## config.mk

```make
export PLATFORM = sky130hd
export DESIGN_NAME = text_line_justifier_top_flat
export DESIGN_NICKNAME = d
export VERILOG_FILES = /design/src/sv/tlj_pkg.sv /design/src/sv/tlj_channels.sv /design/src/sv/tlj_ram.sv /design/src/sv/tlj_div.sv /design/src/sv/text_line_justifier_top.sv /design/src/flat_wrapper.sv
export SDC_FILE = /design/constraint.sdc
export NUM_CORES = 1
export LEC_CHECK = 0
export ABC_AREA = 1
export CAP_MARGIN = 15
export CORE_ASPECT_RATIO = 0.7
export CORE_MARGIN = 3
export CORE_UTILIZATION = 45
export CTS_CLUSTER_DIAMETER = 100
export DETAILED_ROUTE_END_ITERATION = 10
export DONT_BUFFER_PORTS = 1
export MAX_ROUTING_LAYER = met4
export PLACE_DENSITY = 0.64
export SETUP_SLACK_MARGIN = 0.5
export SYNTH_ARGS = -nofsm -noshare
export SYNTH_HDL_FRONTEND = slang
export SYNTH_HIERARCHICAL = 1
export SYNTH_SLANG_ARGS = --single-unit
```

## constraint.sdc

```tcl
create_clock -name clock -period 7.4 [get_ports clock]
set_input_delay 0.74 -clock clock [delete_from_list [all_inputs] [get_ports clock]]
set_output_delay 0.74 -clock clock [all_outputs]
set_load 0.01 [all_outputs]
```

## src/sv/tlj_pkg.sv

```systemverilog
`timescale 1ns / 1ps

package tlj_pkg;

   // Field widths
   localparam int LEN_W = 7;
   localparam int SP_W  = 6;

   // Line geometry
   localparam int MAX_LINE_WIDTH = 64;
   localparam int MAX_LINE_WORDS = 32;
   localparam logic [LEN_W-1:0] RESET_LINE_WIDTH = 7'd16;

   // Sequencer states
   typedef enum logic [2:0] {
      S_IDLE,
      S_CHECK,
      S_DIV,
      S_RD,
      S_LOAD,
      S_HOLD,
      S_PLACE,
      S_SOLO
   } state_type;

endpackage

```

## src/sv/tlj_channels.sv

```systemverilog
`timescale 1ns / 1ps

// Word beat: one incoming word length
interface tlj_req_if;
   logic                       valid;
   logic                       ready;
   logic [tlj_pkg::LEN_W-1:0]  word_length;
   logic                       last_word;

   modport source (output valid, output word_length, output last_word, input ready);
   modport sink   (input valid, input word_length, input last_word, output ready);
endinterface

// Result beat: one placed word
interface tlj_rsp_if;
   logic                       valid;
   logic                       ready;
   logic [tlj_pkg::LEN_W-1:0]  out_length;
   logic [tlj_pkg::SP_W-1:0]   spaces_after;
   logic                       line_end;
   logic                       too_long;
   logic                       last;

   modport source (output valid, output out_length, output spaces_after, output line_end,
                   output too_long, output last, input ready);
   modport sink   (input valid, input out_length, input spaces_after, input line_end,
                   input too_long, input last, output ready);
endinterface

// Register write beat: line width
interface tlj_csr_if;
   logic                       valid;
   logic                       ready;
   logic [tlj_pkg::LEN_W-1:0]  line_width;

   modport source (output valid, output line_width, input ready);
   modport sink   (input valid, input line_width, output ready);
endinterface

```

## src/sv/tlj_ram.sv

```systemverilog
`timescale 1ns / 1ps

module tlj_ram #(
   parameter int WIDTH = tlj_pkg::LEN_W,
   parameter int DEPTH = tlj_pkg::MAX_LINE_WORDS,
   localparam int AW   = (DEPTH > 1) ? $clog2(DEPTH) : 1
) (
   input  logic             clock,
   input  logic             we,
   input  logic [AW-1:0]    waddr,
   input  logic [WIDTH-1:0] wdata,
   input  logic [AW-1:0]    raddr,
   output logic [WIDTH-1:0] rdata
);

   logic [WIDTH-1:0] mem_ff [DEPTH];
   logic [WIDTH-1:0] rdata_ff;

   // Write port and registered read port
   always_ff @(posedge clock) begin
      if (we) begin
         mem_ff[waddr] <= wdata;
      end
      rdata_ff <= mem_ff[raddr];
   end

   assign rdata = rdata_ff;

endmodule

```

## src/sv/tlj_div.sv

```systemverilog
`timescale 1ns / 1ps

// Restoring divider, one quotient bit per cycle
module tlj_div #(
   parameter int DVD_W = tlj_pkg::LEN_W,
   parameter int DVS_W = 6
) (
   input  logic             clock,
   input  logic             reset,
   input  logic             start,
   input  logic [DVD_W-1:0] dividend,
   input  logic [DVS_W-1:0] divisor,
   output logic             done,
   output logic [DVD_W-1:0] quot,
   output logic [DVS_W-1:0] rem
);

   localparam int STEP_W = $clog2(DVD_W + 1);

   logic              busy_ff, busy_in;
   logic              done_ff, done_in;
   logic [STEP_W-1:0] step_ff, step_in;
   logic [DVD_W-1:0]  dvd_ff, dvd_in;
   logic [DVS_W-1:0]  dvs_ff, dvs_in;
   logic [DVS_W-1:0]  rem_ff, rem_in;
   logic [DVS_W:0]    trial;
   logic [DVS_W:0]    diff;
   logic              ge;

   // Shift in the next dividend bit and try a subtract
   assign trial = {rem_ff, dvd_ff[DVD_W-1]};
   assign ge    = (trial >= {1'b0, dvs_ff});
   assign diff  = trial - {1'b0, dvs_ff};

   always_comb begin
      busy_in = busy_ff;
      done_in = 1'b0;
      step_in = step_ff;
      dvd_in  = dvd_ff;
      dvs_in  = dvs_ff;
      rem_in  = rem_ff;
      if (start) begin
         busy_in = 1'b1;
         step_in = STEP_W'(DVD_W);
         dvd_in  = dividend;
         dvs_in  = divisor;
         rem_in  = '0;
      end else if (busy_ff) begin
         step_in = step_ff - STEP_W'(1);
         dvd_in  = {dvd_ff[DVD_W-2:0], ge};
         rem_in  = ge ? diff[DVS_W-1:0] : trial[DVS_W-1:0];
         if (step_ff == STEP_W'(1)) begin
            busy_in = 1'b0;
            done_in = 1'b1;
         end
      end
   end

   always_ff @(posedge clock) begin
      if (reset) begin
         busy_ff <= 1'b0;
         done_ff <= 1'b0;
         step_ff <= '0;
      end else begin
         busy_ff <= busy_in;
         done_ff <= done_in;
         step_ff <= step_in;
      end
   end

   always_ff @(posedge clock) begin
      dvd_ff <= dvd_in;
      dvs_ff <= dvs_in;
      rem_ff <= rem_in;
   end

   assign done = done_ff;
   assign quot = dvd_ff;
   assign rem  = rem_ff;

endmodule

```

## src/sv/text_line_justifier_top.sv

```systemverilog
`timescale 1ns / 1ps
// A word that only joins the buffered line passes the check and place states before the
// input is ready again. A line flush of n words takes each word beat through RAM read,
// load and hand over (which waits for rsp.ready), after a run of the shared serial divider
// when a justified line has two or more words. One word is in flight at a time.
// Reset (synchronous, active high) empties the line and sets the width to 16; the word
// buffer is not cleared and needs no clearing pass.
module text_line_justifier_top #(
   parameter int MAX_LINE_WORDS = tlj_pkg::MAX_LINE_WORDS
) (
   input  logic      clock,
   input  logic      reset,
   tlj_req_if.sink   req,
   tlj_rsp_if.source rsp,
   tlj_csr_if.sink   csr
);

   localparam int LEN_W = tlj_pkg::LEN_W;
   localparam int SP_W  = tlj_pkg::SP_W;
   localparam int CNT_W = $clog2(MAX_LINE_WORDS + 1);
   localparam int IDX_W = (MAX_LINE_WORDS > 1) ? $clog2(MAX_LINE_WORDS) : 1;

   tlj_pkg::state_type state_ff, state_in;

   logic [LEN_W-1:0] line_width_ff;
   logic [LEN_W-1:0] eff_w;

   logic [LEN_W-1:0] wl_ff, wl_in;
   logic             fin_ff, fin_in;
   logic [CNT_W-1:0] count_ff, count_in;
   logic [LEN_W-1:0] used_ff, used_in;
   logic [LEN_W-1:0] letters_ff, letters_in;
   logic [IDX_W-1:0] idx_ff, idx_in;
   logic             final_ff, final_in;

   logic             rsp_valid_ff, rsp_valid_in;
   logic [LEN_W-1:0] out_length_ff, out_length_in;
   logic [SP_W-1:0]  spaces_ff, spaces_in;
   logic             line_end_ff, line_end_in;
   logic             too_long_ff, too_long_in;
   logic             last_ff, last_in;

   logic             ram_we;
   logic [LEN_W-1:0] ram_rdata;
   logic             div_start;
   logic             div_done;
   logic [LEN_W-1:0] div_quot;
   logic [CNT_W-1:0] div_rem;

   logic [LEN_W:0]   need_width;
   logic             full;
   logic             need_flush;
   logic             fits;
   logic             idx_last;
   logic             extra;
   logic [LEN_W-1:0] spare;
   logic [LEN_W-1:0] pad;

   // Register write port, ready only between words
   assign csr.ready = (state_ff == tlj_pkg::S_IDLE);

   always_ff @(posedge clock) begin
      if (reset) begin
         line_width_ff <= tlj_pkg::RESET_LINE_WIDTH;
      end else if (csr.valid && csr.ready) begin
         line_width_ff <= csr.line_width;
      end
   end

   // Clamp the width into the legal range
   always_comb begin
      priority if (line_width_ff == '0) begin
         eff_w = LEN_W'(1);
      end else if (line_width_ff > LEN_W'(tlj_pkg::MAX_LINE_WIDTH)) begin
         eff_w = LEN_W'(tlj_pkg::MAX_LINE_WIDTH);
      end else begin
         eff_w = line_width_ff;
      end
   end

   // Fit test and spacing arithmetic
   assign need_width = {1'b0, used_ff} + (LEN_W+1)'(1) + {1'b0, wl_ff};
   assign full       = (count_ff >= CNT_W'(MAX_LINE_WORDS));
   assign need_flush = (count_ff != '0) && ((need_width > {1'b0, eff_w}) || full);
   assign fits       = (wl_ff <= eff_w);
   assign idx_last   = ((CNT_W'(idx_ff) + CNT_W'(1)) == count_ff);
   assign extra      = (CNT_W'(idx_ff) < div_rem);
   assign spare      = (eff_w > letters_ff) ? (eff_w - letters_ff) : '0;
   assign pad        = (eff_w > used_ff) ? (eff_w - used_ff) : '0;

   // Word buffer
   tlj_ram #(
      .WIDTH (LEN_W),
      .DEPTH (MAX_LINE_WORDS)
   ) u_ram (
      .clock (clock),
      .we    (ram_we),
      .waddr (count_ff[IDX_W-1:0]),
      .wdata (wl_ff),
      .raddr (idx_ff),
      .rdata (ram_rdata)
   );

   // Shared divider: spare spaces over the gaps
   tlj_div #(
      .DVD_W (LEN_W),
      .DVS_W (CNT_W)
   ) u_div (
      .clock    (clock),
      .reset    (reset),
      .start    (div_start),
      .dividend (spare),
      .divisor  (count_ff - CNT_W'(1)),
      .done     (div_done),
      .quot     (div_quot),
      .rem      (div_rem)
   );

   assign req.ready = (state_ff == tlj_pkg::S_IDLE);

   // Sequencer: next state and datapath updates
   always_comb begin
      state_in      = state_ff;
      wl_in         = wl_ff;
      fin_in        = fin_ff;
      count_in      = count_ff;
      used_in       = used_ff;
      letters_in    = letters_ff;
      idx_in        = idx_ff;
      final_in      = final_ff;
      rsp_valid_in  = rsp_valid_ff;
      out_length_in = out_length_ff;
      spaces_in     = spaces_ff;
      line_end_in   = line_end_ff;
      too_long_in   = too_long_ff;
      last_in       = last_ff;
      ram_we        = 1'b0;
      div_start     = 1'b0;

      unique case (state_ff)
         tlj_pkg::S_IDLE: begin
            if (req.valid) begin
               wl_in    = (req.word_length == '0) ? LEN_W'(1) : req.word_length;
               fin_in   = req.last_word;
               state_in = tlj_pkg::S_CHECK;
            end
         end
         tlj_pkg::S_CHECK: begin
            // Flush the buffered line when the word does not fit or the buffer is full
            if (need_flush) begin
               final_in = 1'b0;
               idx_in   = '0;
               if (count_ff == CNT_W'(1)) begin
                  state_in = tlj_pkg::S_RD;
               end else begin
                  div_start = 1'b1;
                  state_in  = tlj_pkg::S_DIV;
               end
            end else begin
               state_in = tlj_pkg::S_PLACE;
            end
         end
         tlj_pkg::S_DIV: begin
            if (div_done) begin
               state_in = tlj_pkg::S_RD;
            end
         end
         tlj_pkg::S_RD: begin
            state_in = tlj_pkg::S_LOAD;
         end
         tlj_pkg::S_LOAD: begin
            rsp_valid_in  = 1'b1;
            out_length_in = ram_rdata;
            line_end_in   = idx_last;
            too_long_in   = 1'b0;
            last_in       = idx_last && (final_ff || (fits && !fin_ff));
            priority if (final_ff) begin
               spaces_in = idx_last ? pad[SP_W-1:0] : SP_W'(1);
            end else if (count_ff == CNT_W'(1)) begin
               spaces_in = spare[SP_W-1:0];
            end else if (idx_last) begin
               spaces_in = '0;
            end else begin
               spaces_in = div_quot[SP_W-1:0] + SP_W'(extra);
            end
            state_in = tlj_pkg::S_HOLD;
         end
         tlj_pkg::S_HOLD: begin
            if (rsp.ready) begin
               rsp_valid_in = 1'b0;
               if (!idx_last) begin
                  idx_in   = idx_ff + IDX_W'(1);
                  state_in = tlj_pkg::S_RD;
               end else begin
                  // Drop the emitted line
                  count_in   = '0;
                  used_in    = '0;
                  letters_in = '0;
                  state_in   = final_ff ? tlj_pkg::S_IDLE : tlj_pkg::S_PLACE;
               end
            end
         end
         tlj_pkg::S_PLACE: begin
            if (!fits) begin
               // Oversized word goes out alone
               rsp_valid_in  = 1'b1;
               out_length_in = wl_ff;
               spaces_in     = '0;
               line_end_in   = 1'b1;
               too_long_in   = 1'b1;
               last_in       = 1'b1;
               state_in      = tlj_pkg::S_SOLO;
            end else begin
               // Append the word to the line
               ram_we     = 1'b1;
               used_in    = (count_ff == '0) ? wl_ff : need_width[LEN_W-1:0];
               letters_in = letters_ff + wl_ff;
               count_in   = count_ff + CNT_W'(1);
               if (fin_ff) begin
                  final_in = 1'b1;
                  idx_in   = '0;
                  state_in = tlj_pkg::S_RD;
               end else begin
                  state_in = tlj_pkg::S_IDLE;
               end
            end
         end
         tlj_pkg::S_SOLO: begin
            if (rsp.ready) begin
               rsp_valid_in = 1'b0;
               state_in     = tlj_pkg::S_IDLE;
            end
         end
         default: begin
            state_in = tlj_pkg::S_IDLE;
         end
      endcase
   end

   // Control registers
   always_ff @(posedge clock) begin
      if (reset) begin
         state_ff     <= tlj_pkg::S_IDLE;
         count_ff     <= '0;
         used_ff      <= '0;
         letters_ff   <= '0;
         idx_ff       <= '0;
         final_ff     <= 1'b0;
         rsp_valid_ff <= 1'b0;
      end else begin
         state_ff     <= state_in;
         count_ff     <= count_in;
         used_ff      <= used_in;
         letters_ff   <= letters_in;
         idx_ff       <= idx_in;
         final_ff     <= final_in;
         rsp_valid_ff <= rsp_valid_in;
      end
   end

   // Payload registers
   always_ff @(posedge clock) begin
      wl_ff         <= wl_in;
      fin_ff        <= fin_in;
      out_length_ff <= out_length_in;
      spaces_ff     <= spaces_in;
      line_end_ff   <= line_end_in;
      too_long_ff   <= too_long_in;
      last_ff       <= last_in;
   end

   assign rsp.valid        = rsp_valid_ff;
   assign rsp.out_length   = out_length_ff;
   assign rsp.spaces_after = spaces_ff;
   assign rsp.line_end     = line_end_ff;
   assign rsp.too_long     = too_long_ff;
   assign rsp.last         = last_ff;

   // Checks
   a_count_bound: assert property (@(posedge clock) disable iff (reset)
      count_ff <= CNT_W'(MAX_LINE_WORDS))
      else $error("line buffer count exceeds capacity");

   a_width_bound: assert property (@(posedge clock) disable iff (reset)
      (letters_ff <= used_ff) && (used_ff <= LEN_W'(tlj_pkg::MAX_LINE_WIDTH)))
      else $error("line width bookkeeping out of range");

   a_no_overlap: assert property (@(posedge clock) disable iff (reset)
      !(rsp.valid && req.ready))
      else $error("input taken while a result is pending");

   a_last_closes: assert property (@(posedge clock) disable iff (reset)
      (rsp.valid && rsp.last) |-> rsp.line_end)
      else $error("final result of a word does not close a line");

   a_div_gaps: assert property (@(posedge clock) disable iff (reset)
      (state_ff == tlj_pkg::S_DIV) |-> (count_ff > CNT_W'(1)))
      else $error("divider running with no gap");

endmodule
```

## src/flat_wrapper.sv

```systemverilog
// flat-port wrapper written by rule: the top's interface ports become plain ports
module text_line_justifier_top_flat 
#(
   parameter int MAX_LINE_WORDS = tlj_pkg::MAX_LINE_WORDS
)
  (clock, reset, req_valid, req_word_length, req_last_word, req_ready, rsp_valid, rsp_out_length, rsp_spaces_after, rsp_line_end, rsp_too_long, rsp_last, rsp_ready, csr_valid, csr_line_width, csr_ready);
  tlj_req_if req_i ();
  tlj_rsp_if rsp_i ();
  tlj_csr_if csr_i ();
  input  logic clock;
  input  logic reset;
  input wire logic [$bits(req_i.valid)-1:0] req_valid;
  input wire logic [$bits(req_i.word_length)-1:0] req_word_length;
  input wire logic [$bits(req_i.last_word)-1:0] req_last_word;
  output wire logic [$bits(req_i.ready)-1:0] req_ready;
  output wire logic [$bits(rsp_i.valid)-1:0] rsp_valid;
  output wire logic [$bits(rsp_i.out_length)-1:0] rsp_out_length;
  output wire logic [$bits(rsp_i.spaces_after)-1:0] rsp_spaces_after;
  output wire logic [$bits(rsp_i.line_end)-1:0] rsp_line_end;
  output wire logic [$bits(rsp_i.too_long)-1:0] rsp_too_long;
  output wire logic [$bits(rsp_i.last)-1:0] rsp_last;
  input wire logic [$bits(rsp_i.ready)-1:0] rsp_ready;
  input wire logic [$bits(csr_i.valid)-1:0] csr_valid;
  input wire logic [$bits(csr_i.line_width)-1:0] csr_line_width;
  output wire logic [$bits(csr_i.ready)-1:0] csr_ready;
  assign req_i.valid = req_valid;
  assign req_i.word_length = req_word_length;
  assign req_i.last_word = req_last_word;
  assign req_ready = req_i.ready;
  assign rsp_valid = rsp_i.valid;
  assign rsp_out_length = rsp_i.out_length;
  assign rsp_spaces_after = rsp_i.spaces_after;
  assign rsp_line_end = rsp_i.line_end;
  assign rsp_too_long = rsp_i.too_long;
  assign rsp_last = rsp_i.last;
  assign rsp_i.ready = rsp_ready;
  assign csr_i.valid = csr_valid;
  assign csr_i.line_width = csr_line_width;
  assign csr_ready = csr_i.ready;
  text_line_justifier_top #(.MAX_LINE_WORDS(MAX_LINE_WORDS)) u_core (.clock(clock), .reset(reset), .req(req_i), .rsp(rsp_i), .csr(csr_i));
endmodule
```

# --- Word-level counts from Yosys, hierarchy flattened ---
# Memory sizes are Yosys's and may differ from the RTL's. A register that Yosys moved wholly into a read port is not among the register bits.
# Index checks and enable logic that the tools add are counted.
classes:
  add_sub_neg: 12
  order_cmp: 8
  eq_ne: 21
  n_mux: 66
  bitwise_logic: 1
  reduce_logical: 27
op_table:
  columns: ["cell", "n"]
  rows:
  - ["$mux 7", 11]
  - ["$mux 6", 10]
  - ["$pmux 7 s2", 3]
  - ["$mux 3", 10]
  - ["$mux 5", 5]
  - ["$pmux 3 s8", 1]
  - ["$pmux 6 s2", 2]
  - ["$mux 1", 17]
  - ["$pmux 5 s3", 1]
  - ["$gt 7x7->1", 2]
  - ["$logic_not 7->1", 2]
  - ["$eq 3x3->1 const B", 4]
  - ["$ne 2x2->1 const B", 6]
  - ["$reduce_and 4->1", 3]
  - ["$sub 6x6->6", 2]
  - ["$ne 2x1->1 const B", 5]
  - ["$add 7x1->8 const B", 1]
  - ["$add 8x7->8", 1]
  - ["$gt 8x7->1", 1]
  - ["$pmux 1 s2", 4]
  - ["$reduce_bool 2->1", 4]
  - ["$add 7x7->7", 1]
  - ["$ge 7x6->1", 1]
  - ["$gt 7x7->1 const B", 1]
  - ["29 further kinds", 37]
totals:
  regBits: 85
  ramBits: 224
  in_bits: 20
  out_inout_bits: 19
  word_cells: 157
  mem_count: 1
memory_table:
  columns: ["name", "words", "width", "rd", "rd_clocked_by_memory_dff", "wr", "line_no", "text"]
  rows:
  - ["u_core.u_ram.mem_ff", 32, 7, 1, 1, 1, "tlj_ram.sv:16", "logic [WIDTH-1:0] mem_ff [DEPTH];"]

# --- Longest topological paths before layout ---
# Gate-level depths: netlist of the first run.
logic_depth:
  ltp_word: 9
  depth_mapped: 23
  depth_no_buf: 22

# --- Hierarchy ---
# The synthesis of the first run kept the hierarchy.
by_module_without_submodules:
  columns: ["mod", "instances", "cells_per_inst", "area_per_inst_um2", "seq_area_each_um2"]
  rows:
  - ["tlj_ram", 1, 813, 9416.5, 6866.6]
  - ["text_line_justifier_top", 1, 670, 4872.2, 1461.4]
  - ["tlj_div", 1, 163, 1368.8, 610.6]

# --- Least setup slack after synthesis of the first run ---
# Ideal clock, no wire load.
synth_path:
  path_kind: "reg-to-reg"
  start: "reg u_core.wl_ff[0]"
  end: "reg u_core.u_div.dvd_ff[0] (netlist: u_core/u_div/quot[0]), enable pin"
  setup_time_ns: 0.323
  t_arrival_ns: 3.749
  required_time_ns: 7.077
  setup_slack_ns: 3.328
  stages_incl_launch_ff: 22
  path_buffers: 1
  synth_period_minus_slack_ns: 4.072
  cell_sequence: "edfxtp_1 > inv_1 > ha_1 > fa_1 > o21ai_0 > nand2_1 > a21oi_1 > nor2_1 > nand2_1 > nand2_1 > ha_1 > inv_1 > nor2_1 > nand2_1 > nand2_1 > nand2_1 > nand3_1 > nand3_1 > nor2_1 > buf_6 > nor2_1 > inv_1"
synth_between:
  elab_chain_len: 7
synth_lines:
  columns: ["element", "line_no", "text"]
  rows:
  - ["start: declaration", "text_line_justifier_top.sv:28", "logic [LEN_W-1:0] wl_ff, wl_in;"]
  - ["start signal: assignment", "text_line_justifier_top.sv:263", "wl_ff <= wl_in;"]
  - ["$add 8x7->8", "text_line_justifier_top.sv:82", "assign need_width = {1'b0, used_ff} + (LEN_W+1)'(1) + {1'b0, wl_ff};"]
  - ["$gt 8x7->1", "text_line_justifier_top.sv:84", "assign need_flush = (count_ff != '0) && ((need_width > {1'b0, eff_w}) || full);"]
  - ["$logic_or 1x1->1", "text_line_justifier_top.sv:84", null]
  - ["$logic_and 1x1->1", "text_line_justifier_top.sv:84", null]
  - ["$mux 1", "text_line_justifier_top.sv:150", "if (need_flush) begin"]
  - ["$mux 1", "text_line_justifier_top.sv:140", "unique case (state_ff)"]
  - ["net u_core.div_start", "text_line_justifier_top.sv:45", "logic div_start;"]
  - ["$reduce_bool 2->1 (no line)", null, null]
  - ["end signal: assignment", "tlj_div.sv:72", "dvd_ff <= dvd_in;"]
  - ["end: declaration", "tlj_div.sv:23", "logic [DVD_W-1:0] dvd_ff, dvd_in;"]
# The timed path passes the listed nets, and every way through them passes these cells.
# A chain may end at the register's enable or synchronous reset.

# --- Worst setup path in the final report of the first run ---
layout_path:
  start: "reg u_core.wl_ff[0]"
  end: "reg u_core.u_div.step_ff[0]"
layout_between:
  elab_chain_len: 7
  word_cells_on_any_way: 8
  cone_classes: "1 x add/sub; 1 x order compare; 3 x mux; 3 x reduce/logical"
layout_lines:
  columns: ["element", "line_no", "text"]
  rows:
  - ["$add 8x7->8 (*)", "text_line_justifier_top.sv:82", null]
  - ["$gt 8x7->1 (*)", "text_line_justifier_top.sv:84", null]
  - ["$logic_or 1x1->1 (*)", "text_line_justifier_top.sv:84", null]
  - ["$logic_and 1x1->1 (*)", "text_line_justifier_top.sv:84", null]
  - ["$mux 1 (*)", "text_line_justifier_top.sv:150", null]
  - ["$mux 1 (*)", "text_line_justifier_top.sv:140", null]
  - ["net u_core.div_start", "text_line_justifier_top.sv:45", null]
  - ["$mux 3 or $reduce_bool 2->1 (tied branches)", null, null]
  - ["end signal: assignment", "tlj_div.sv:67", "step_ff <= step_in;"]
  - ["end: declaration", "tlj_div.sv:22", "logic [STEP_W-1:0] step_ff, step_in;"]
# The timed path passes the listed nets; every way through them passes the cells marked *.

==> key figures, run 1 <==
Run status
  – Status: finished, final reports clean

Logic synthesis
  – Synth Area per Inst: 9.512 um^2
  – Synth top area cells: edfxtp_1 (50%), nand2_1 (13%), nand3_1 (7.7%), dfxtp_1 (7.0%), ha_1 (4.8%)
  – Sequential share of the synthesized area: 57.09%
  – Unique masters post-synth: 50
  – Gate Count Post-Synth: 1,646
  – Synth Register Bits: 316
  – Post-Syn Area: 15,660 um^2
  – Post-synth EDFFs: 261
  – Warnings from Yosys: 6
  – Share of the synthesized area in the top cell type: 50.06%
  – Area leader, netlist: edfxtp_1
  – Most common cell in the netlist: nand2_1
  – Synth cell count leaders: nand2_1 (530), edfxtp_1 (261), nand3_1 (241)
  – Asr flop ratio synth: 0%
  – Most used DFF post-synth: edfxtp_1
  – Syn Nets: 1,731

Drt
  – WL/cell: 18.08 um
  – Vias per cell: 5.376
  – Drt drc: 0
  – Routed Antenna Nets: 0
  – Wirelength, routed: 38.10 mm
  – Routed via count: 11,330
  – DR iter-0 viols: 1,278
  – Drt pass-1 iters: 5

Min path
  – Worst min path class: in2reg
  – Hold Path Stages: 1

Pwr
  – Power per Cell Area: 357.5 nW/um^2
  – Max VDD drop: 0.2273 mV
  – Leak Pwr: 6.721 nW

Finish
  – Syn-to-layout area delta: 8.494%
  – Antenna Cells: 0
  – Fin nets: 1,705
  – Share of cells above drive strength 1: 6.326%

Global route
  – Tot GR Track Use: 21.18%
  – Initial antenna violation count: 0
  – Total grt overflow: 0
  – Vias in the first global route: 10,390
  – Largest net degree at the start of global routing: 95
  – First-pass GRT wire length: 60.00 mm

Timing
  – Tmin final: 4925 ps
  – Peak Freq: 203.1 MHz
  – Final setup violation count: 0
  – Final Hold Fails: 0
  – Setup WS post-layout: 2475 ps
  – Worst-Margin Slew: 1072 ps
  – Slew margin rel.: 28.55%
  – Setup TNS Final: 0 ps
  – RSZ-0062 raised after global routing: no
  – Final Skew: 16.18 ps
  – Final period util: 66.55%
  – Fin. max-slew vios: 0

Floorplan
  – Top Ports: 39
  – Die width: 229.0 um
  – Vert. Die Dim: 162.1 um
  – Total Die Area: 37,100 um^2
  – Initial core utilization: 46.17%
  – FP Rows: 56
  – Core ar.: 33,910 um^2

Worst setup path
  – Worst Setup SP: u_core/wl_ff[0]
  – CP peak stage delay: 1050 ps
  – Startpoint class of the critical path: flip-flop
  – CP endpoint: u_core/u_div/step_ff[0]
  – Reg-to-reg slack, setup: 2480 ps
  – CP arrival: 5340 ps
  – Critical-path top delay cell: edfxtp_1
  – WP buf/inv: 4
  – Crit path kind: reg2reg
  – Crit path max fanout: 35
  – CP delay by family, top: simple AND/OR/NAND/NOR gates
  – R2r worst-path depth: 22
  – Kind of end point of the critical path: flip-flop
  – Critical Path Stages: 22
  – Reg2reg start: u_core/wl_ff[0]
  – Worst-path cell chain: inv_1, ha_1, fa_1, o21ai_0, nand2_1, a21oi_1, nor2_1, nand2_1, nand2_1, ha_1, inv_1, nor2_1, nand4_1, nand2_1, nand3_1, nand3_1, nor2_1, buf_4, nor2_1, inv_1, nor2_1, a211oi_1
  – WP data required: 7820 ps
  – Cell mode on critical path: nor2_1
  – Reg2Reg Capture Point: u_core/u_div/step_ff[0]

Clocking
  – CTS Buf Count: 30
  – Worst-skew pair later-pin latency: 560 ps
  – CTS tree: yes
  – Clock tree sinks: 316
  – Post-CTS Hold Buffers: 0
  – Setup bufs post-CTS: 0
  – Clk slew on worst S/H paths: 70 ps
  – Clk buf depth: 3
  – Clock root cell: clkbuf_16
  – CTS HTree Levels: 1
  – Post-cts repair resize count: 0

Placement
  – I/O Buffers: 0
  – Placer Congestion: 0.9264
  – Post-place setup slack: 2490 ps
  – Detailed placement HPWL: 25.53 mm

Run
  – Max_cap viols: 0
-- metal layers --
metal | global-route usage, % | share of wire (%) | vias up | routed length [um]
met5 | - | 0 | - | 0
met2 | 27.78 | 40 | 394 | 15210
met3 | 2.945 | 7.6 | 35 | 2900
met1 | 34.37 | 51 | 5411 | 19360
li1 | - | - | 5493 | -
met4 | 4.387 | 1.7 | 0 | 643
-- registers in the layout, indices dropped and copies added (netlist names), 5 cells and up --
name / cells
u_core/count_ff: 6
u_core/u_div/dvs_ff: 6
u_core/letters_ff: 7
u_core/used_ff: 7
u_core/u_ram/mem_ff: 224
u_core/idx_ff: 5
u_core/rsp.spaces_after: 6
u_core/line_width_ff: 7
u_core/rsp.out_length: 7
u_core/wl_ff: 7
u_core/u_ram/rdata: 7
u_core/u_div/rem: 6
u_core/u_div/quot: 7
-- final cells by class --
cell class | count | area, um^2
fillers | 3125 | 16930
flip-flops and latches | 316 | 8945
multi-input cells | 1126 | 5769
clock buffers | 36 | 794.5
well taps | 464 | 580.6
inverters | 135 | 511.7
clock inverters | 20 | 304.0
repair buffers | 11 | 82.58
-- how the worst min path moves through the flow --
| stage | startpoint | end | slack (ps) |
|---|---|---|---|
| after CTS | reset | u_core/count_ff[5] | 210 |
| after global placement | u_core/line_width_ff[0] | u_core/line_width_ff[0] | 460 |
| after detailed placement | u_core/line_width_ff[0] | u_core/line_width_ff[0] | 470 |
| after floorplan | u_core/line_width_ff[0] | u_core/line_width_ff[0] | 440 |
| final | reset | u_core/u_div/busy_ff | 260 |
| after global routing | reset | u_core/rsp.valid | 210 |
-- cells in the final DEF (no fill, tap or decap), types with 8 or more instances in the layout --
master,instances
buf_4,11
dfxtp_1,52
inv_1,123
a21oi_1,58
nand3_1,241
clkinv_2,8
nand2_1,530
nand4_1,17
xnor2_1,11
o211ai_1,8
clkbuf_16,31
nor2_1,90
xor2_1,19
edfxtp_1,261
ha_1,60
o21ai_0,27
bufinv_16,8
-- power by group --
group          total [mW]  switching (mW)  internal [mW]
clock network        1.70           0.658           1.04
logic                2.07            1.46          0.611
registers            2.30           0.165           2.14
total                6.07            2.28           3.79
-- through the flow --
stage | cell area (um^2) | instances | hold slack (ps) | power, mW | utilization (%)
after floorplan | 15660 | 1646 | 440.8 | 3.813 | -
final | 16990 | 2108 | 256.9 | 6.074 | 50.09
after global routing | 16990 | 2108 | 208.7 | 6.455 | 50.09
after detailed placement | 15890 | 2052 | 468.4 | 4.376 | 46.85
after global placement | 15890 | 2052 | 460.8 | 4.359 | 46.85
after CTS | 16990 | 2108 | 212.9 | 6.081 | 50.09
-- cell families after synthesis --
logic type	count (synthesis)	synth area share, %
flops	316	57.09
simple gates	919	25.60
xor+xnor	30	1.678
fa+ha+maj	65	5.434
buf+inv	204	6.065
compound gates	112	4.139
Power figures use the tool's default switching activity.
==> run 2, diff against run 1 <==
--- a/config.mk
+++ b/config.mk
@@ -14,7 +14,7 @@
 export DETAILED_ROUTE_END_ITERATION = 10
 export DONT_BUFFER_PORTS = 1
 export MAX_ROUTING_LAYER = met4
-export PLACE_DENSITY = 0.64
+export PLACE_DENSITY = 0.66
 export SETUP_SLACK_MARGIN = 0.5
 export SYNTH_ARGS = -nofsm -noshare
 export SYNTH_HDL_FRONTEND = slang
==> constraint.sdc (replaced) <==
create_clock -name clock -period 4.2 [get_ports clock]
set_input_delay 0.42 -clock clock [delete_from_list [all_inputs] [get_ports clock]]
set_output_delay 0.42 -clock clock [all_outputs]
set_load 0.01 [all_outputs]
==> key figures, run 2 (synthesis gave the netlist of run 1 again) <==
Clocking
  – CTS tree: yes (unchanged)
  – CTS Buf Count: 31 (was 30)
  – CTS HTree Levels: 1 (unchanged)
  – Clock tree sinks: 316 (unchanged)
  – Clock root cell: clkbuf_16 (unchanged)
  – Clk buf depth: 3 (unchanged)
  – Clk slew on worst S/H paths: 60 ps (was 70 ps)
  – Worst-skew pair later-pin latency: 570 ps (was 560 ps)

Floorplan
  – Total Die Area: 37,100 um^2 (unchanged)
  – Core ar.: 33,910 um^2 (unchanged)
  – Top Ports: 39 (unchanged)
  – FP Rows: 56 (unchanged)
  – Vert. Die Dim: 162.1 um (unchanged)
  – Die width: 229.0 um (unchanged)
  – Initial core utilization: 46.17% (unchanged)

Placement
  – Post-place setup slack: 348.5 ps (was 2490 ps)
  – I/O Buffers: 0 (unchanged)
  – Cells after DPL: 2,067 (was 2,052)
  – Placer Congestion: 0.9026 (was 0.9264)
  – Detailed placement HPWL: 25.51 mm (was 25.53 mm)

Timing
  – Fin. max-slew vios: 0 (unchanged)
  – Slew margin rel.: 36.31% (was 28.55%)
  – Setup WS post-layout: 682.0 ps (was 2475 ps)
  – Tmin final: 3518 ps (was 4925 ps)
  – Worst-Margin Slew: 951.9 ps (was 1072 ps)
  – Final period util: 83.76% (was 66.55%)
  – Peak Freq: 284.3 MHz (was 203.1 MHz)
  – Setup TNS Final: 0 ps (unchanged)
  – Final Skew: 24.39 ps (was 16.18 ps)
  – RSZ-0062 raised after global routing: yes (was no)
  – Final setup violation count: 0 (unchanged)
  – Final Hold Fails: 0 (unchanged)

Min path
  – Worst min path class: in2reg (unchanged)
  – Hold Path End: u_core/line_width_ff[6] (was u_core/u_div/busy_ff)
  – Hold Path Stages: 2 (was 1)
  – Hold path start: csr_line_width[6] (was reset)

Worst setup path
  – CP arrival: 3720 ps (was 5340 ps)
  – Startpoint class of the critical path: flip-flop (unchanged)
  – CP delay by family, top: simple AND/OR/NAND/NOR gates (unchanged)
  – Reg2Reg Capture Point: u_core/u_ram/mem_ff[23][4] (was u_core/u_div/step_ff[0])
  – Crit path kind: reg2reg (unchanged)
  – Crit path max fanout: 8 (was 35)
  – R2r worst-path depth: 14 (was 22)
  – WP data required: 4400 ps (was 7820 ps)
  – Worst-path cell chain: nor4_1, nand3_1, nand2_1, nand2_1, ha_1, a21oi_1, o21ai_0, nand2_1, nand2_1, nand2_1, nand2_1, inv_1, nand3_1, nor2_1 (was inv_1, ha_1, fa_1, o21ai_0, nand2_1, a21oi_1, nor2_1, nand2_1, nand2_1, ha_1, inv_1, nor2_1, nand4_1, nand2_1, nand3_1, nand3_1, nor2_1, buf_4, nor2_1, inv_1, nor2_1, a211oi_1)
  – WP buf/inv: 1 (was 4)
  – CP peak stage delay: 690 ps (was 1050 ps)
  – Critical-path top delay cell: nor2_1 (was edfxtp_1)
  – Cell mode on critical path: nand2_1 (was nor2_1)
  – Kind of end point of the critical path: flip-flop (unchanged)
  – Reg-to-reg slack, setup: 680 ps (was 2480 ps)
  – Reg2reg start: u_core/line_width_ff[2] (was u_core/wl_ff[0])
  – Critical Path Stages: 14 (was 22)

Global route
  – Vias in the first global route: 10,620 (was 10,390)
  – Tot GR Track Use: 21.43% (was 21.18%)
  – Total grt overflow: 0 (unchanged)
  – Initial antenna violation count: 0 (unchanged)
  – First-pass GRT wire length: 60.75 mm (was 60.00 mm)
  – Largest net degree at the start of global routing: 113 (was 95)

Finish
  – Reg with most FFs: u_core/u_ram/mem_ff (unchanged)
  – Layout Utilization: 50.86% (was 50.09%)
  – Most frequent cells in the layout: nand2_1 (530), edfxtp_1 (261), nand3_1 (239) (was nand2_1 (530), edfxtp_1 (261), nand3_1 (241))
  – Commonest non-fill, non-tap cell in the layout: nand2_1 (unchanged)
  – Syn-to-layout area delta: 10.16% (was 8.494%)
  – Share of cells above drive strength 1: 8.239% (was 6.326%)
  – Fin cells: 2,139 (was 2,108)
  – Largest register FFs: 224 (unchanged)
  – Fin nets: 1,736 (was 1,705)
  – Antenna Cells: 0 (unchanged)

Drt
  – Vias per cell: 5.358 (was 5.376)
  – Wirelength, routed: 38.89 mm (was 38.10 mm)
  – Drt drc: 0 (unchanged)
  – WL/cell: 18.18 um (was 18.08 um)
  – Routed Antenna Nets: 0 (unchanged)
  – Routed via count: 11,460 (was 11,330)
  – DR iter-0 viols: 1,164 (was 1,278)
  – Drt pass-1 iters: 6 (was 5)

Pwr
  – Leak Pwr: 6.850 nW (was 6.721 nW)
  – Power per Cell Area: 612.0 nW/um^2 (was 357.5 nW/um^2)
  – Max VDD drop: 0.5957 mV (was 0.2273 mV)

Run
  – Max_cap viols: 0 (unchanged)

Run status
  – Status: finished, final reports clean (unchanged)
## run 2: cell count changes in the layout (fill, tap and decap cells not counted), sizes merged
cell	before	now
clkinvlp	3	0
clkinv	13	12
clkbuf	36	46
dlygate4sd3	0	11
bufinv	8	2
buf	11	30
inv	131	132
## run 2: worst register-to-register path, cell delays in order (launching register included)
cell     delay, ps
dfxtp_1        330
nor4_1         260
nand3_1        130
nand2_1        110
nand2_1        140
ha_1           330
a21oi_1        130
o21ai_0        110
nand2_1         70
nand2_1         60
nand2_1         80
nand2_1        120
inv_1          170
nand3_1        420
nor2_1         700
## run 2: worst max path at each step
stage	from	endpoint	slack, ps
final	u_core/line_width_ff[2]	u_core/u_ram/mem_ff[23][4]	680
after global routing	u_core/line_width_ff[2]	u_core/u_ram/mem_ff[16][5]	420
after CTS	u_core/wl_ff[0]	u_core/u_div/step_ff[0]	570
after detailed placement	u_core/wl_ff[0]	u_core/u_div/quot[0]	350
after global placement	u_core/wl_ff[0]	u_core/u_div/quot[0]	470
after floorplan	u_core/wl_ff[0]	u_core/u_div/quot[0]	510
## run 2: cell type report
class | count | area (um^2)
repair buffers | 41 | 371.6
inverters | 135 | 516.7
flip-flops and latches | 316 | 8944
well taps | 464 | 580.6
clock inverters | 11 | 115.1
fillers | 3109 | 16660
clock buffers | 46 | 892.1
multi-input cells | 1126 | 5829
## run 2: per-stage QoR
step           hold WS (ps)  total power [mW]  area, um^2
2_1_floorplan         440.8             6.719       15670
3_5_place_dp          471.7             7.751       16010
6_report              51.56             10.56       17250
4_1_cts               23.41             10.53       17160
3_3_place_gp          460.5             7.720       16010
5_1_grt               60.40             11.21       17250
## run 2: per-layer routing
| layer | share of wire, % | vias to the layer above | track usage (%) |
|---|---|---|---|
| li1 | - | 5554 | - |
| met1 | 49 | 5407 | 33.89 |
| met2 | 40 | 434 | 27.93 |
| met3 | 9.3 | 66 | 4.435 |
| met4 | 2.1 | 0 | 4.587 |
| met5 | 0 | - | - |
## run 2: what timing repair did
| action | 4_1_cts | 5_1_grt |
|---|---|---|
| gates resized for setup | 0 | 17 |
| pin swaps | 1 | 1 |
| hold endpoints to repair | 39 | 0 |
| buffers inserted | 1 | 1 |
| endpoints found under the setup margin | 23 | 106 |
| hold buffers | 12 | 0 |
## run 2: power by group
part / leakage, nW / total (mW) / switching [mW] / internal, mW
combinational: 3.55 / 3.89 / 2.76 / 1.13
clock: 0.498 / 2.75 / 1.16 / 1.59
sequential: 2.80 / 3.92 / 0.155 / 3.76
==> run 3, diff against run 2 <==
--- a/config.mk
+++ b/config.mk
@@ -5,7 +5,7 @@
 export SDC_FILE = /design/constraint.sdc
 export NUM_CORES = 1
 export LEC_CHECK = 0
-export ABC_AREA = 1
+export ABC_AREA = 0
 export CAP_MARGIN = 15
 export CORE_ASPECT_RATIO = 0.7
 export CORE_MARGIN = 3
@@ -14,7 +14,7 @@
 export DETAILED_ROUTE_END_ITERATION = 10
 export DONT_BUFFER_PORTS = 1
 export MAX_ROUTING_LAYER = met4
-export PLACE_DENSITY = 0.66
+export PLACE_DENSITY = 0.64
 export SETUP_SLACK_MARGIN = 0.5
 export SYNTH_ARGS = -nofsm -noshare
 export SYNTH_HDL_FRONTEND = slang
==> constraint.sdc (replaced) <==
create_clock -name clock -period 3.6 [get_ports clock]
set_input_delay 0.36 -clock clock [delete_from_list [all_inputs] [get_ports clock]]
set_output_delay 0.36 -clock clock [all_outputs]
set_load 0.01 [all_outputs]
==> key figures, run 3 <==
Run status
  – Status: finished, final reports clean (unchanged)

Logic synthesis
  – Gate Count Post-Synth: 1,025 (was 1,646)
  – Adder-cell share of the synthesized area: 5.776% (was 5.434%)
  – Most common cell in the netlist: edfxtp_1 (was nand2_1)
  – Post-Syn Area: 14,730 um^2 (was 15,660 um^2)
  – Largest family of logic cells by synthesized area: multiplexers (was simple AND/OR/NAND/NOR gates)
  – Unique masters post-synth: 67 (was 50)
  – Asr flop ratio synth: 0% (unchanged)
  – Synth cell count leaders: edfxtp_1 (261), nor2_1 (92), mux4_2 (70) (was nand2_1 (530), edfxtp_1 (261), nand3_1 (241))
  – Post-synth EDFFs: 261 (unchanged)
  – Most used DFF post-synth: edfxtp_1 (unchanged)
  – XOR/XNOR share of the synthesized area: 2.379% (was 1.678%)
  – Post-Synth Simple-Gate Area: 8.750% (was 25.60%)
  – Synth top area cells: edfxtp_1 (53%), mux4_2 (11%), dfxtp_1 (7.5%), ha_1 (5.1%), nor2_1 (2.3%) (was edfxtp_1 (50%), nand2_1 (13%), nand3_1 (7.7%), dfxtp_1 (7.0%), ha_1 (4.8%))
  – Syn Nets: 1,110 (was 1,731)
  – Warnings from Yosys: 6 (unchanged)
  – Compound-Gate Fraction of Synth Area: 6.575% (was 4.139%)
  – Synth Register Bits: 316 (unchanged)
  – Post-synthesis mux area share: 12.71% (was 0%)
  – Area leader, netlist: edfxtp_1 (unchanged)
  – Share of the synthesized area in the top cell type: 53.21% (was 50.06%)
  – Sequential share of the synthesized area: 60.69% (was 57.09%)
  – Synth Area per Inst: 14.37 um^2 (was 9.512 um^2)

Floorplan
  – Initial core utilization: 46.48% (was 46.17%)
  – Total Die Area: 34,970 um^2 (was 37,100 um^2)
  – Top Ports: 39 (unchanged)
  – Die width: 222.2 um (was 229.0 um)
  – FP Rows: 54 (was 56)
  – Vert. Die Dim: 157.4 um (was 162.1 um)
  – Core ar.: 31,690 um^2 (was 33,910 um^2)

Timing
  – Final Hold Fails: 0 (unchanged)
  – Slew margin rel.: 44.29% (was 36.31%)
  – Final setup violation count: 0 (unchanged)
  – Final Skew: 25.26 ps (was 24.39 ps)
  – Tmin final: 3477 ps (was 3518 ps)
  – Worst-Margin Slew: 834.5 ps (was 951.9 ps)
  – Setup TNS Final: 0 ps (unchanged)
  – Fin. max-slew vios: 0 (unchanged)
  – Final period util: 96.59% (was 83.76%)
  – Hold WS: 33.75 ps (was 51.56 ps)
  – RSZ-0062 raised after global routing: yes (unchanged)
  – Peak Freq: 287.6 MHz (was 284.3 MHz)
  – Setup WS post-layout: 122.7 ps (was 682.0 ps)

Worst setup path
  – Critical-path top delay cell: fa_2 (was nor2_1)
  – Critical Path Stages: 18 (was 14)
  – CP arrival: 3790 ps (was 3720 ps)
  – WP data required: 3910 ps (was 4400 ps)
  – Crit path max fanout: 7 (was 8)
  – Crit path kind: reg2reg (unchanged)
  – CP delay by family, top: adder cells (was simple AND/OR/NAND/NOR gates)
  – R2r worst-path depth: 18 (was 14)
  – Worst-path cell chain: inv_2, ha_4, fa_2, inv_2, a21o_1, a21oi_2, o21ai_2, xor2_1, ha_1, nand3_2, nor2_4, nor3_2, o31ai_2, buf_4, nand2b_4, nor2b_4, buf_12, mux2_4 (was nor4_1, nand3_1, nand2_1, nand2_1, ha_1, a21oi_1, o21ai_0, nand2_1, nand2_1, nand2_1, nand2_1, inv_1, nand3_1, nor2_1)
  – Kind of end point of the critical path: flip-flop (unchanged)
  – CP peak stage delay: 400 ps (was 690 ps)
  – Startpoint class of the critical path: flip-flop (unchanged)
  – WP buf/inv: 4 (was 1)
  – Cell mode on critical path: inv_2 (was nand2_1)

Drt
  – Drt pass-1 iters: 5 (was 6)
  – WL/cell: 22.05 um (was 18.18 um)
  – DR iter-0 viols: 889 (was 1,164)
  – Routed Antenna Nets: 0 (unchanged)
  – Routed via count: 8,886 (was 11,460)
  – Drt drc: 0 (unchanged)
  – Vias per cell: 5.696 (was 5.358)
  – Wirelength, routed: 34.40 mm (was 38.89 mm)

Placement
  – Placed instance area: 15,640 um^2 (was 16,010 um^2)
  – Cells after DPL: 1,463 (was 2,067)
  – Post-place setup slack: -84.14 ps (was 348.5 ps)
  – I/O Buffers: 0 (unchanged)
  – Placer Congestion: 0.8551 (was 0.9026)
  – Detailed placement HPWL: 22.55 mm (was 25.51 mm)

Clocking
  – Clock tree sinks: 316 (unchanged)
  – CTS Buf Count: 30 (was 31)
  – CTS HTree Levels: 1 (unchanged)
  – Clk buf depth: 3 (unchanged)
  – Worst-skew pair later-pin latency: 580 ps (was 570 ps)
  – CTS tree: yes (unchanged)
  – Clock root cell: clkbuf_16 (unchanged)
  – Clk slew on worst S/H paths: 60 ps (about the same)

Global route
  – Tot GR Track Use: 20.57% (was 21.43%)
  – Largest net degree at the start of global routing: 37 (was 113)
  – Initial antenna violation count: 1 (was 0)
  – Total grt overflow: 0 (unchanged)
  – First-pass GRT wire length: 53.49 mm (was 60.75 mm)
  – Vias in the first global route: 8,832 (was 10,620)

Finish
  – Fin nets: 1,202 (was 1,736)
  – Antenna Cells: 0 (unchanged)
  – Syn-to-layout area delta: 16.77% (was 10.16%)
  – Area of the multi-input gates: 5667 um^2 (was 5829 um^2)
  – Register area: 8945 um^2 (was 8944 um^2)
  – Fill count: 2,556 (was 3,109)
  – Most frequent cells in the layout: edfxtp_1 (261), buf_4 (81), nor2_1 (80) (was nand2_1 (530), edfxtp_1 (261), nand3_1 (239))
  – Share of cells above drive strength 1: 26.23% (was 8.239%)
  – Commonest non-fill, non-tap cell in the layout: edfxtp_1 (was nand2_1)
  – Post-route cell area: 17,200 um^2 (was 17,250 um^2)
  – Largest register FFs: 224 (unchanged)
  – Fin cells: 1,560 (was 2,139)
  – Reg with most FFs: u_core/u_ram/mem_ff (unchanged)

Min path
  – Hold Path Stages: 2 (unchanged)
  – Worst min path class: in2reg (unchanged)

Pwr
  – Max VDD drop: 0.4185 mV (was 0.5957 mV)
  – Leak Pwr: 5.943 nW (was 6.850 nW)
  – Power per Cell Area: 519.3 nW/um^2 (was 612.0 nW/um^2)

Run
  – Max_cap viols: 0 (unchanged)
[run 3: repair_timing]
item	4_1_cts	5_1_grt
hold endpoints to repair	43	0
endpoints found under the setup margin	264	144
setup buffers	22	3
gates resized for setup	34	26
hold buffers	16	0
pin swaps	20	22
gates cloned	1	0
[run 3: metal layers]
layer  global-route usage [%]  wire length [um]
met5                        -                 0
met4                    3.623               515
met3                    3.505              2444
met2                    29.31             14720
met1                    31.41             16720
[run 3: cells by family after synthesis]
kind of cell    count (synthesis)
xor+xnor                       40
buf+inv                       103
compound gates                142
fa+ha+maj                      65
mux                            97
simple gates                  262
flops                         316
[run 3: layout make-up]
cell class,count,share of cell area [%]
clock buffers,42,4.743
repair buffers,107,5.303
inverters,55,1.200
multi-input cells,607,32.95
well taps,420,3.055
flip-flops and latches,316,52.01
clock inverters,13,0.7420
[run 3: power breakdown]
part	switching, mW	internal (mW)	total (mW)	leakage (nW)
combinational	0.951	0.668	1.62	2.68
sequential	0.116	4.14	4.26	2.81
clock	1.33	1.72	3.05	0.456
[run 3: through the flow]
step	power, mW	util [%]
finish	8.931	54.28
global route	9.337	54.28
CTS	8.923	53.89
detailed placement	5.777	49.37
global placement	5.756	49.37
floorplan	5.391	-
[run 3: worst paths after layout]
| check | from | end | slack, ps |
|---|---|---|---|
| worst max-delay path | u_core/wl_ff[0] | u_core/u_div/quot[3] | 120 |
| worst min-delay path | reset | u_core/idx_ff[0] | 30 |
| worst max register to register | u_core/wl_ff[0] | u_core/u_div/quot[3] | 120 |
| worst min register to register | u_core/line_width_ff[0] | u_core/line_width_ff[0] | 480 |
